==> config.mk <==
export PLATFORM = sky130hd
export DESIGN_NAME = planar_sprite_tile_decoder_unit
export DESIGN_NICKNAME = d
export VERILOG_FILES = /design/src/rtl/core/pstd_pkg.sv /design/src/rtl/core/planar_sprite_tile_decoder_unit.sv /design/src/rtl/core/pstd_ram.sv /design/src/rtl/core/pstd_row_unit.sv
export SDC_FILE = /design/constraint.sdc
export NUM_CORES = 1
export LEC_CHECK = 0
export BUFFER_PORTS_ARGS = -buffer_cell sky130_fd_sc_hd__buf_4
export CAP_MARGIN = 20
export CORE_AREA = 5 5 291 293
export CTS_CLUSTER_SIZE = 16
export DETAILED_ROUTE_END_ITERATION = 7
export DIE_AREA = 0 0 296 298
export PLACE_DENSITY = 0.77
export SLEW_MARGIN = 20
export SYNTH_ARGS = -nofsm -noshare
export SYNTH_HDL_FRONTEND = slang
export SYNTH_SLANG_ARGS = --single-unit
==> constraint.sdc <==
create_clock -name clock -period 2.5 [get_ports clock]
set_clock_uncertainty 0.15 [all_clocks]
set_input_delay 0.125 -clock clock [delete_from_list [all_inputs] [get_ports clock]]
set_output_delay 0.125 -clock clock [all_outputs]
set_load 0.03 [all_outputs]
==> src/rtl/core/pstd_pkg.sv <==
`timescale 1ns / 1ps
// ----------------------------------------------------------------------------
// pstd_pkg
// Shared types, constants and helpers of the planar sprite tile decoder.
// ----------------------------------------------------------------------------
package pstd_pkg;

   // tile geometry
   localparam int TILE_BYTES  = 128;
   localparam int ADDR_W      = $clog2(TILE_BYTES);
   localparam int BYTE_W      = 8;
   localparam int ROW_W       = 4;
   localparam int PIXELS_W    = 64;
   localparam int HALF_W      = PIXELS_W / 2;
   localparam int STEP_W      = 3;
   localparam int SHIFT_W     = $clog2(PIXELS_W);

   localparam logic [ADDR_W-1:0] LAST_BYTE = ADDR_W'(TILE_BYTES - 1);
   localparam logic [ROW_W-1:0]  LAST_ROW  = '1;
   localparam logic [STEP_W-1:0] LAST_STEP = '1;

   // plane byte order codes
   localparam logic MODE_CART = 1'b0;
   localparam logic MODE_CD   = 1'b1;

   // control of one fetch step, aligned with the ram read data
   typedef struct packed {
      logic       valid;
      logic       first;
      logic       last;
      logic       half;
      logic [1:0] plane;
   } pstd_step_type;

   // put bit k of a plane byte at bit 4k of an 8-pixel half row
   function automatic logic [HALF_W-1:0] spread_plane(input logic [BYTE_W-1:0] plane_byte);
      logic [HALF_W-1:0] spread;
      spread = '0;
      for (int k = 0; k < BYTE_W; k++) begin
         spread[4*k] = plane_byte[k];
      end
      return spread;
   endfunction

endpackage

==> src/rtl/core/planar_sprite_tile_decoder_unit.sv <==
`timescale 1ns / 1ps
// ----------------------------------------------------------------------------
// planar_sprite_tile_decoder_unit
// Planar to chunky decoder for one 16x16 4bpp sprite tile.
// ----------------------------------------------------------------------------
// The block takes 128 tile bytes, one per cycle, into a 128 x 8 ram, then
// emits sixteen rows of 16 chunky 4-bit pixels, top row first. Each row is
// built by one shared scatter unit that reads the ram once per cycle while
// fetching, eight plane bytes per row. The finished row is held in an
// output register until taken; the next row starts fetching the cycle
// after that take. Tile loading and row emission do not overlap, and the
// single ram read port limits how fast rows are built. The input is
// stalled while rows are being emitted. The mode register is sampled with
// the last byte of a tile.
module planar_sprite_tile_decoder_unit (
   input  logic                                clock,
   input  logic                                reset,
   // configuration
   input  logic                                csr_write_enable,
   input  logic                                csr_write_data,
   // byte input
   input  logic                                req_valid,
   output logic                                req_stall,
   input  logic [pstd_pkg::BYTE_W-1:0]         req_tile_byte,
   // row output
   output logic                                rsp_valid,
   input  logic                                rsp_stall,
   output logic [pstd_pkg::ROW_W-1:0]          rsp_row_index,
   output logic [pstd_pkg::PIXELS_W-1:0]       rsp_row_pixels,
   output logic                                rsp_last_row
);
   import pstd_pkg::*;

   typedef enum logic [1:0] {
      ST_LOAD,
      ST_FETCH,
      ST_HOLD
   } state_type;

   state_type           state_ff, state_in;
   logic                mode_ff, mode_in;
   logic                mode_lat_ff, mode_lat_in;
   logic [ADDR_W-1:0]   byte_count_ff, byte_count_in;
   logic [ROW_W-1:0]    row_ff, row_in;
   logic [STEP_W-1:0]   step_ff, step_in;
   pstd_step_type       ctl_ff, ctl_in;
   logic                rsp_valid_ff, rsp_valid_in;
   logic [ROW_W-1:0]    rsp_index_ff, rsp_index_in;
   logic [PIXELS_W-1:0] rsp_pixels_ff, rsp_pixels_in;
   logic                rsp_last_ff, rsp_last_in;

   logic                req_take;
   logic                rsp_take;
   logic [ADDR_W-1:0]   rd_addr;
   logic [BYTE_W-1:0]   rd_data;
   logic [PIXELS_W-1:0] row_next;

   assign req_take = req_valid && !req_stall;
   assign rsp_take = rsp_valid_ff && !rsp_stall;

   // quadrant {~half, lower}, then row within quadrant, then plane byte
   assign rd_addr = {~step_ff[2], row_ff[3], row_ff[2:0], step_ff[1:0]};

   pstd_ram #(
      .WIDTH (BYTE_W),
      .DEPTH (TILE_BYTES)
   ) u_tile_ram (
      .clock   (clock),
      .wr_en   (req_take),
      .wr_addr (byte_count_ff),
      .wr_data (req_tile_byte),
      .rd_addr (rd_addr),
      .rd_data (rd_data)
   );

   pstd_row_unit u_row_unit (
      .clock      (clock),
      .step       (ctl_ff),
      .plane_byte (rd_data),
      .row_next   (row_next)
   );

   // sequencer next state
   always_comb begin
      state_in      = state_ff;
      mode_in       = csr_write_enable ? csr_write_data : mode_ff;
      mode_lat_in   = mode_lat_ff;
      byte_count_in = byte_count_ff;
      row_in        = row_ff;
      step_in       = step_ff;
      ctl_in        = '0;
      rsp_valid_in  = rsp_valid_ff;
      rsp_index_in  = rsp_index_ff;
      rsp_pixels_in = rsp_pixels_ff;
      rsp_last_in   = rsp_last_ff;

      case (state_ff)
         ST_LOAD: begin
            if (req_take) begin
               byte_count_in = byte_count_ff + 1'b1;
               if (byte_count_ff == LAST_BYTE) begin
                  mode_lat_in = mode_in;
                  row_in      = '0;
                  step_in     = '0;
                  state_in    = ST_FETCH;
               end
            end
         end
         ST_FETCH: begin
            // issue one ram read, its control follows with the data
            ctl_in.valid = 1'b1;
            ctl_in.first = (step_ff == '0);
            ctl_in.last  = (step_ff == LAST_STEP);
            ctl_in.half  = step_ff[2];
            ctl_in.plane = step_ff[1:0] ^ {1'b0, (mode_lat_ff == MODE_CD)};
            step_in      = step_ff + 1'b1;
            if (step_ff == LAST_STEP) begin
               state_in = ST_HOLD;
            end
         end
         ST_HOLD: begin
            if (rsp_take) begin
               step_in = '0;
               if (row_ff == LAST_ROW) begin
                  state_in = ST_LOAD;
               end else begin
                  row_in   = row_ff + 1'b1;
                  state_in = ST_FETCH;
               end
            end
         end
         default: begin
            state_in = ST_LOAD;
         end
      endcase

      // output register: loads when the row word is complete
      if (rsp_take) begin
         rsp_valid_in = 1'b0;
      end
      if (ctl_ff.valid && ctl_ff.last) begin
         rsp_valid_in  = 1'b1;
         rsp_index_in  = row_ff;
         rsp_pixels_in = row_next;
         rsp_last_in   = (row_ff == LAST_ROW);
      end
   end

   // state and registered outputs
   always_ff @(posedge clock) begin
      if (reset) begin
         state_ff      <= ST_LOAD;
         mode_ff       <= MODE_CART;
         mode_lat_ff   <= MODE_CART;
         byte_count_ff <= '0;
         row_ff        <= '0;
         step_ff       <= '0;
         ctl_ff        <= '0;
         rsp_valid_ff  <= 1'b0;
      end else begin
         state_ff      <= state_in;
         mode_ff       <= mode_in;
         mode_lat_ff   <= mode_lat_in;
         byte_count_ff <= byte_count_in;
         row_ff        <= row_in;
         step_ff       <= step_in;
         ctl_ff        <= ctl_in;
         rsp_valid_ff  <= rsp_valid_in;
      end
      rsp_index_ff  <= rsp_index_in;
      rsp_pixels_ff <= rsp_pixels_in;
      rsp_last_ff   <= rsp_last_in;
   end

   assign req_stall      = (state_ff != ST_LOAD);
   assign rsp_valid      = rsp_valid_ff;
   assign rsp_row_index  = rsp_index_ff;
   assign rsp_row_pixels = rsp_pixels_ff;
   assign rsp_last_row   = rsp_last_ff;

`ifndef SYNTHESIS
   // no byte is taken while a row is still waiting
   a_no_load_during_rows: assert property (@(posedge clock) disable iff (reset)
      !(req_take && rsp_valid_ff))
      else $error("byte accepted while a row is pending");

   // the last byte of a tile starts emission
   a_last_byte_starts_rows: assert property (@(posedge clock) disable iff (reset)
      (req_take && byte_count_ff == LAST_BYTE) |=> (req_stall && !rsp_valid_ff))
      else $error("tile completion did not start row emission");

   // taking the last row reopens the input
   a_last_row_reopens: assert property (@(posedge clock) disable iff (reset)
      (rsp_take && rsp_last_ff) |=> (!req_stall && byte_count_ff == '0))
      else $error("input not reopened after last row");

   // taking an earlier row starts fetching the next one
   a_next_row_fetch: assert property (@(posedge clock) disable iff (reset)
      (rsp_take && !rsp_last_ff) |=> (state_ff == ST_FETCH && !rsp_valid_ff))
      else $error("next row fetch did not start");
`endif

endmodule

==> src/rtl/core/pstd_ram.sv <==
`timescale 1ns / 1ps
// ----------------------------------------------------------------------------
// pstd_ram
// Generic single write port, single read port ram with registered read.
// ----------------------------------------------------------------------------
module pstd_ram #(
   parameter int WIDTH = 8,
   parameter int DEPTH = 128
) (
   input  logic                     clock,
   input  logic                     wr_en,
   input  logic [$clog2(DEPTH)-1:0] wr_addr,
   input  logic [WIDTH-1:0]         wr_data,
   input  logic [$clog2(DEPTH)-1:0] rd_addr,
   output logic [WIDTH-1:0]         rd_data
);

   logic [WIDTH-1:0] mem [DEPTH];
   logic [WIDTH-1:0] rd_data_ff;

   // write port and registered read port
   always_ff @(posedge clock) begin
      if (wr_en) begin
         mem[wr_addr] <= wr_data;
      end
      rd_data_ff <= mem[rd_addr];
   end

   assign rd_data = rd_data_ff;

endmodule

==> src/rtl/core/pstd_row_unit.sv <==
`timescale 1ns / 1ps
// ----------------------------------------------------------------------------
// pstd_row_unit
// Shared scatter unit: merges one plane byte per cycle, on valid steps, into the row word.
// ----------------------------------------------------------------------------
module pstd_row_unit (
   input  logic                                clock,
   input  pstd_pkg::pstd_step_type             step,
   input  logic [pstd_pkg::BYTE_W-1:0]         plane_byte,
   output logic [pstd_pkg::PIXELS_W-1:0]       row_next
);
   import pstd_pkg::*;

   logic [PIXELS_W-1:0] row_ff;
   logic [PIXELS_W-1:0] row_in;
   logic [SHIFT_W-1:0]  shift_amt;
   logic [PIXELS_W-1:0] contrib;

   // bit k lands on column k of the selected half, at the plane's bit
   assign shift_amt = {step.half, (SHIFT_W - 3)'(0), step.plane};
   assign contrib   = {{HALF_W{1'b0}}, spread_plane(plane_byte)} << shift_amt;

   // first step of a row starts a fresh word
   always_comb begin
      row_in = row_ff;
      if (step.valid) begin
         row_in = step.first ? contrib : (row_ff | contrib);
      end
   end

   always_ff @(posedge clock) begin
      row_ff <= row_in;
   end

   assign row_next = row_in;

endmodule

== After elaboration in Yosys (flattened, before gate mapping) ==
Memory sizes are Yosys's and may differ from the RTL's. A register that Yosys moved wholly into a read port is not among the register bits.
Index checks and enable logic that the tools add are counted.
Widths: inputs -> output; s select.

* Word-level logic and storage cells: 75
* Bits in registers: 158
* Input bits: 14
* Output and inout bits: 71
* Memories: 1
* Memory bits (writable): 1024

{| class="wikitable"
|+ Memories
! name !! words !! width !! rd ports !! clocked after memory_dff !! write ports !! RTL line !! text
|-
| u_tile_ram.mem || 128 || 8 || 1 || 1 || 1 || pstd_ram.sv:18 || <nowiki>logic [WIDTH-1:0] mem [DEPTH];</nowiki>
|}

* Shift-type cells: 1
* Equality and inequality tests: 10
* Bitwise operators: 4
* $add $sub $neg: 3
* Reduce and logical (&&, ||, !) cells: 17
* Mux-type cells: 23

{| class="wikitable"
|+ Operators by type and width
! operator !! count
|-
| $mux 64 || 2
|-
| $or 64x64->64 || 1
|-
| $shl 29x6->64 || 1
|-
| $mux 4 || 4
|-
| $ne 2x2->1 const B || 5
|-
| $mux 3 || 3
|-
| $pmux 3 s3 || 1
|-
| $mux 2 || 4
|-
| $pmux 4 s2 || 1
|-
| $reduce_and 4->1 || 2
|-
| $add 7x1->7 const B || 1
|-
| $eq 7x7->1 const B || 1
|-
| $mux 1 || 6
|-
| $mux 6 || 1
|-
| $pmux 2 s3 || 1
|-
| $reduce_bool 2->1 || 3
|-
| $reduce_and 5->1 || 1
|-
| $add 4x1->4 const B || 1
|-
| $eq 4x4->1 const B || 1
|-
| $add 3x1->3 const B || 1
|-
| $eq 3x3->1 const B || 1
|-
| $logic_and 1x1->1 || 3
|-
| $logic_not 3->1 || 1
|-
| $reduce_and 3->1 || 1
|-
| 9 further kinds || 11
|}

== Logic depth before layout (Yosys ltp) ==
* Word-level depth: 5
* Depth in mapped cells: 10
* Gate-level depth less buffers: 6

== Modules after synthesis ==
Synthesis repeated with hierarchy kept, for this count alone.

* Cell total of the unflattened synthesis: 1980
* Area total of the unflattened synthesis: 45018.2 um^2

{| class="wikitable"
|+ By module, submodules not included
! module !! area each (um^2) !! cells an instance !! seq. area each (um^2) !! instances
|-
| pstd_ram || 39665.5 || 1635 || 30909.6 || 1
|-
| planar_sprite_tile_decoder_unit || 3163.0 || 187 || 2572.5 || 1
|-
| pstd_row_unit || 2189.6 || 158 || 1281.2 || 1
|}

== Worst setup path before layout ==
No wires, ideal clock.

* Path kind: register -> register
* From: register ctl_ff[5] (netlist name)
* To: register rsp_last_ff (netlist: rsp_last_row), enable pin
* Period minus slack after synthesis: 2.579 ns
* Path buffers: 0
* Cell stages (with the launch flop): 2
* Setup slack: -0.079 ns
* Arrival time: 1.994 ns
* Data required time: 1.915 ns
* Setup time: 0.435 ns
* Path through: dfxtp_1 and2_1

* Longest elaborated chain between the ends: 1

{| class="wikitable"
|+ Ends and longest elaborated chain
! item !! RTL line !! text
|-
| start: declaration || planar_sprite_tile_decoder_unit.sv:46 || <nowiki>pstd_step_type ctl_ff, ctl_in;</nowiki>
|-
| start signal: assignment || planar_sprite_tile_decoder_unit.sv:167 || <nowiki>ctl_ff <= ctl_in;</nowiki>
|-
| $logic_and 1x1->1 || planar_sprite_tile_decoder_unit.sv:141 || <nowiki>if (ctl_ff.valid && ctl_ff.last) begin</nowiki>
|-
| end signal: assignment || planar_sprite_tile_decoder_unit.sv:172 || <nowiki>rsp_last_ff <= rsp_last_in;</nowiki>
|-
| end: declaration || planar_sprite_tile_decoder_unit.sv:50 || <nowiki>logic rsp_last_ff, rsp_last_in;</nowiki>
|}

Every way passes these cells.
A chain may end at the register's enable or synchronous reset.

==> impl_metrics.csv <==
group,metric,value,unit
placed_design,io_buffers,84,
yosys,synthTopCellsByArea,"edfxtp_1, mux4_2, dfxtp_1, mux2i_1, a22o_1",
die,die_area,88200,sq um
yosys,yosys_register_bits,1190,
die,start_util,0.557,
power_and_ir_drop,leakage,17.9,nW
route,dr.pass1.iters,8,
sta,min_period,2.61,ns
flow_run,timing.max_cap.violations,0,
die,coreArea,81600,sq um
critical_path,cp_slowest_cell,"o21ai_0",
final_layout,post-route-util,0.670,
critical_path,rr_worst_depth,6,
yosys,async_flop_share,0,
yosys,synth_top_area_cell,"edfxtp_1",
yosys,synth_edf_count,1093,
grt,grt_first_pass_wirelength,173,mm
status,violations,"setup timing",
placed_design,post_dp_cell_area,50000,sq um
power_and_ir_drop,ir_drop,0.753,mV
yosys,syn_nets,2327,
hold_path,worstHoldEndpoint,"row_ff[1]",
hold_path,hp-start,"reset",
sta,setup_viol_count_final,7,
yosys,ys_types,64,
final_layout,area_growth,20.4,%
final_layout,drive_gt1_frac,0.328,
die,row_count,105,
hold_path,worst_hold_path_type,"in2reg",
route,ant_nets,0,
sta,max_slew_margin,0.442,
clocking,clk_latency,0.67,ns
grt,grt_pass1_vias,25800,
power_and_ir_drop,p_per_area,712,nW/um^2
yosys,yosys.area_share.simple,0.0304,
clocking,cts_tree,"built",
final_layout,multi_input_area,10200,sq um
critical_path,path_cells,"buf_12, buf_4, mux4_2, o21ai_0, a221oi_4, o32a_1",
critical_path,critPathKind,"reg2reg",
clocking,cts_buffer_depth,3,
critical_path,r2r_end,"u_tile_ram.rd_data[7]",
grt,grt_most_used_layer,"met2",
route,vias,25900,
yosys,synthAdderAreaFrac,0.00138,
yosys,netlist_instances,2308,
grt,grt_use_total,0.266,
yosys,synth_top_cells_by_count,"edfxtp_1, mux4_2, mux2i_1, nor2_1, dfxtp_1",
route,drc,0,
sta,finalHoldViolations,0,
die,ios,85,
yosys,synth_ff_type,"edfxtp_1",
final_layout,seqCellArea,34800,sq um
power_and_ir_drop,p_total,0.0389,W
yosys,netlist.area_leader.share,0.722,
grt,grt_max_degree,129,
route,via_per_inst,6.54,
critical_path,cp-end-kind,"flop",
sta,clock.fmax,383,MHz
final_layout,design_area,54700,sq um
grt,antenna_found_initial,2,
route,routed_wl,121,mm
die,die-width,296,um
critical_path,worstPathMaxFanout,7,
grt,gr-usage-met2,0.415,
die,dieHeight,298,um
hold_path,whs_path_depth,3,
final_layout,n_fill_cell,4810,
sta,slew_violations,0,
route,initialDrtViolationCount,3690,
grt,grt_util_met1,0.366,
status,outcome,"finished with violations",
yosys,synth_mux_area_frac,0.133,
route,wl_per_cell,30.5,um
sta,setup_ws,-0.113,ns
grt,overflow,0,
critical_path,cp-start-kind,"flop",
yosys,syn_area_per_cell,19.7,sq um
clocking,root_buffer,"clkbuf_16",
placed_design,place_hpwl,73.8,mm
clocking,numCtsBuffers,109,
clocking,htreeDepth,3,
final_layout,layout.nets,2815,
critical_path,timing.rr.start,"step_ff[1]",
yosys,yosysMostFrequentCell,"edfxtp_1",
sta,finalCritPeriodShare,1.05,
clocking,clk_pin_slew_worst_paths,0.07,ns
grt,gr-usage-met3,0.0581,
critical_path,cp.required,2.91,ns
critical_path,r2r_slack,-0.11,ns
sta,rsz0062_at_grt,"yes",
yosys,synth_compound_area_frac,0.0487,
placed_design,gp_congestion,0.932,
yosys,ys_seq_area_frac,0.765,
critical_path,critPathArrivalTime,3.02,ns
critical_path,worst_path_largest_cell_delay,0.58,ns
yosys,netlist_area,45400,sq um
sta,tightest_slew,0.834,ns
yosys,synth_top_family_by_area,"multiplexers",
yosys,synth-xor-area-share,0.00154,
yosys,ys_warn_count,0,
clocking,cts.sinks,1190,
-- layer usage --
metal,part of all wire,up-vias
met1,0.36,13100
li1,-,10400
met3,0.12,330
met5,0,-
met4,0.048,0
met2,0.47,1988
-- worst max-delay path, delay by kind of cell, from the launching register on --
family	cells	cell delay, ns
flops	1	0.41
buf+inv	2	0.32
compound gates	3	1.11
mux	1	0.50
-- cell usage in the layout (no fill, tap or decap), types with 8 or more instances in the layout --
| cell type | count |
|---|---|
| edfxtp_1 | 1093 |
| buf_4 | 430 |
| mux4_2 | 177 |
| nor2_1 | 161 |
| mux2i_1 | 156 |
| clkbuf_16 | 119 |
| dfxtp_1 | 91 |
| a22o_1 | 72 |
| buf_12 | 49 |
| nand2_1 | 37 |
| clkbuf_1 | 31 |
| a21oi_1 | 24 |
| a22oi_1 | 23 |
| nand3_1 | 20 |
| a221oi_1 | 16 |
| clkinv_1 | 16 |
| clkinv_2 | 16 |
| dlygate4sd3_1 | 15 |
| o22ai_1 | 14 |
| mux2_2 | 14 |
| a211oi_1 | 13 |
| o21ai_0 | 12 |
| o21ai_1 | 12 |
| o221ai_1 | 12 |
| clkbuf_8 | 11 |
| nor2b_1 | 9 |
| a211oi_2 | 9 |
| a221oi_2 | 8 |
| mux4_1 | 8 |
| nor3_1 | 8 |
| bufinv_16 | 8 |
-- final cells by class --
class / instances / area share
multi-input cells: 971 / 0.186
inverters: 10 / 0.000686
flip-flops and latches: 1190 / 0.636
repair buffers: 514 / 0.0870
diodes: 1 / 0.0000458
well taps: 1070 / 0.0245
clock inverters: 48 / 0.00858
clock buffers: 155 / 0.0566
-- worst max path at each step --
| stage | startpoint | end | slack, ns |
|---|---|---|---|
| floorplan | byte_count_ff[0] | u_tile_ram.mem[113][0] | -0.08 |
| global placement | step_ff[1] | u_tile_ram.rd_data[2] | -0.29 |
| detailed placement | step_ff[1] | u_tile_ram.rd_data[2] | -0.33 |
| CTS | step_ff[0] | u_tile_ram.rd_data[7] | -0.03 |
| global route | step_ff[0] | u_tile_ram.rd_data[6] | -0.13 |
| finish | step_ff[1] | u_tile_ram.rd_data[7] | -0.11 |
-- power by group --
| part | internal, W | switching [W] | total [W] |
|---|---|---|---|
| registers | 0.0217 | 0.0000163 | 0.0217 |
| clock network | 0.00945 | 0.00714 | 0.0166 |
| logic | 0.000154 | 0.000449 | 0.000604 |
-- flip-flops by register name (all words and copies together) (netlist names), 2 cells and up --
register            flops
u_tile_ram.mem       1024
rsp_row_pixels         64
u_row_unit.row_ff      64
u_tile_ram.rd_data      8
byte_count_ff           7
ctl_ff                  6
row_ff                  4
rsp_row_index           4
step_ff                 3
state_ff                2
-- stage by stage --
| step | TNS (ns) | setup WS (ns) | cells | hold WS (ns) |
|---|---|---|---|---|
| after global placement | -1.38 | -0.292 | 3706 | 0.214 |
| after detailed placement | -1.57 | -0.327 | 3706 | 0.230 |
| after global routing | -0.582 | -0.131 | 3959 | 0.235 |
| final | -0.422 | -0.113 | 3959 | 0.235 |
| after floorplan | -5.69 | -0.0751 | 2308 | 0.0519 |
| after CTS | -0.117 | -0.0253 | 3938 | 0.196 |
-- kinds of logic (layout without fill, tap and decap cells) --
kind of cell             Yosys count  in the layout
adder cells (fa/ha/maj)            5              5
XOR/XNOR                           8              8
AND/OR/NAND/NOR                  302            302
AO/OA/AOI/OAI                    290            290
buffers and inverters            147            727
other                              0              1
multiplexers                     366            366
flip-flops                      1190           1190
-- timing repair --
item / CTS / global route
resized for setup: 52 / 78
pin swaps: 7 / 20
setup buffers: 12 / 15
cloned: 3 / 6
endpoints found under the setup margin: 8 / 10
hold endpoints to repair: 562 / 0
hold buffers: 15 / 0
(Power assumes the default switching activity.)
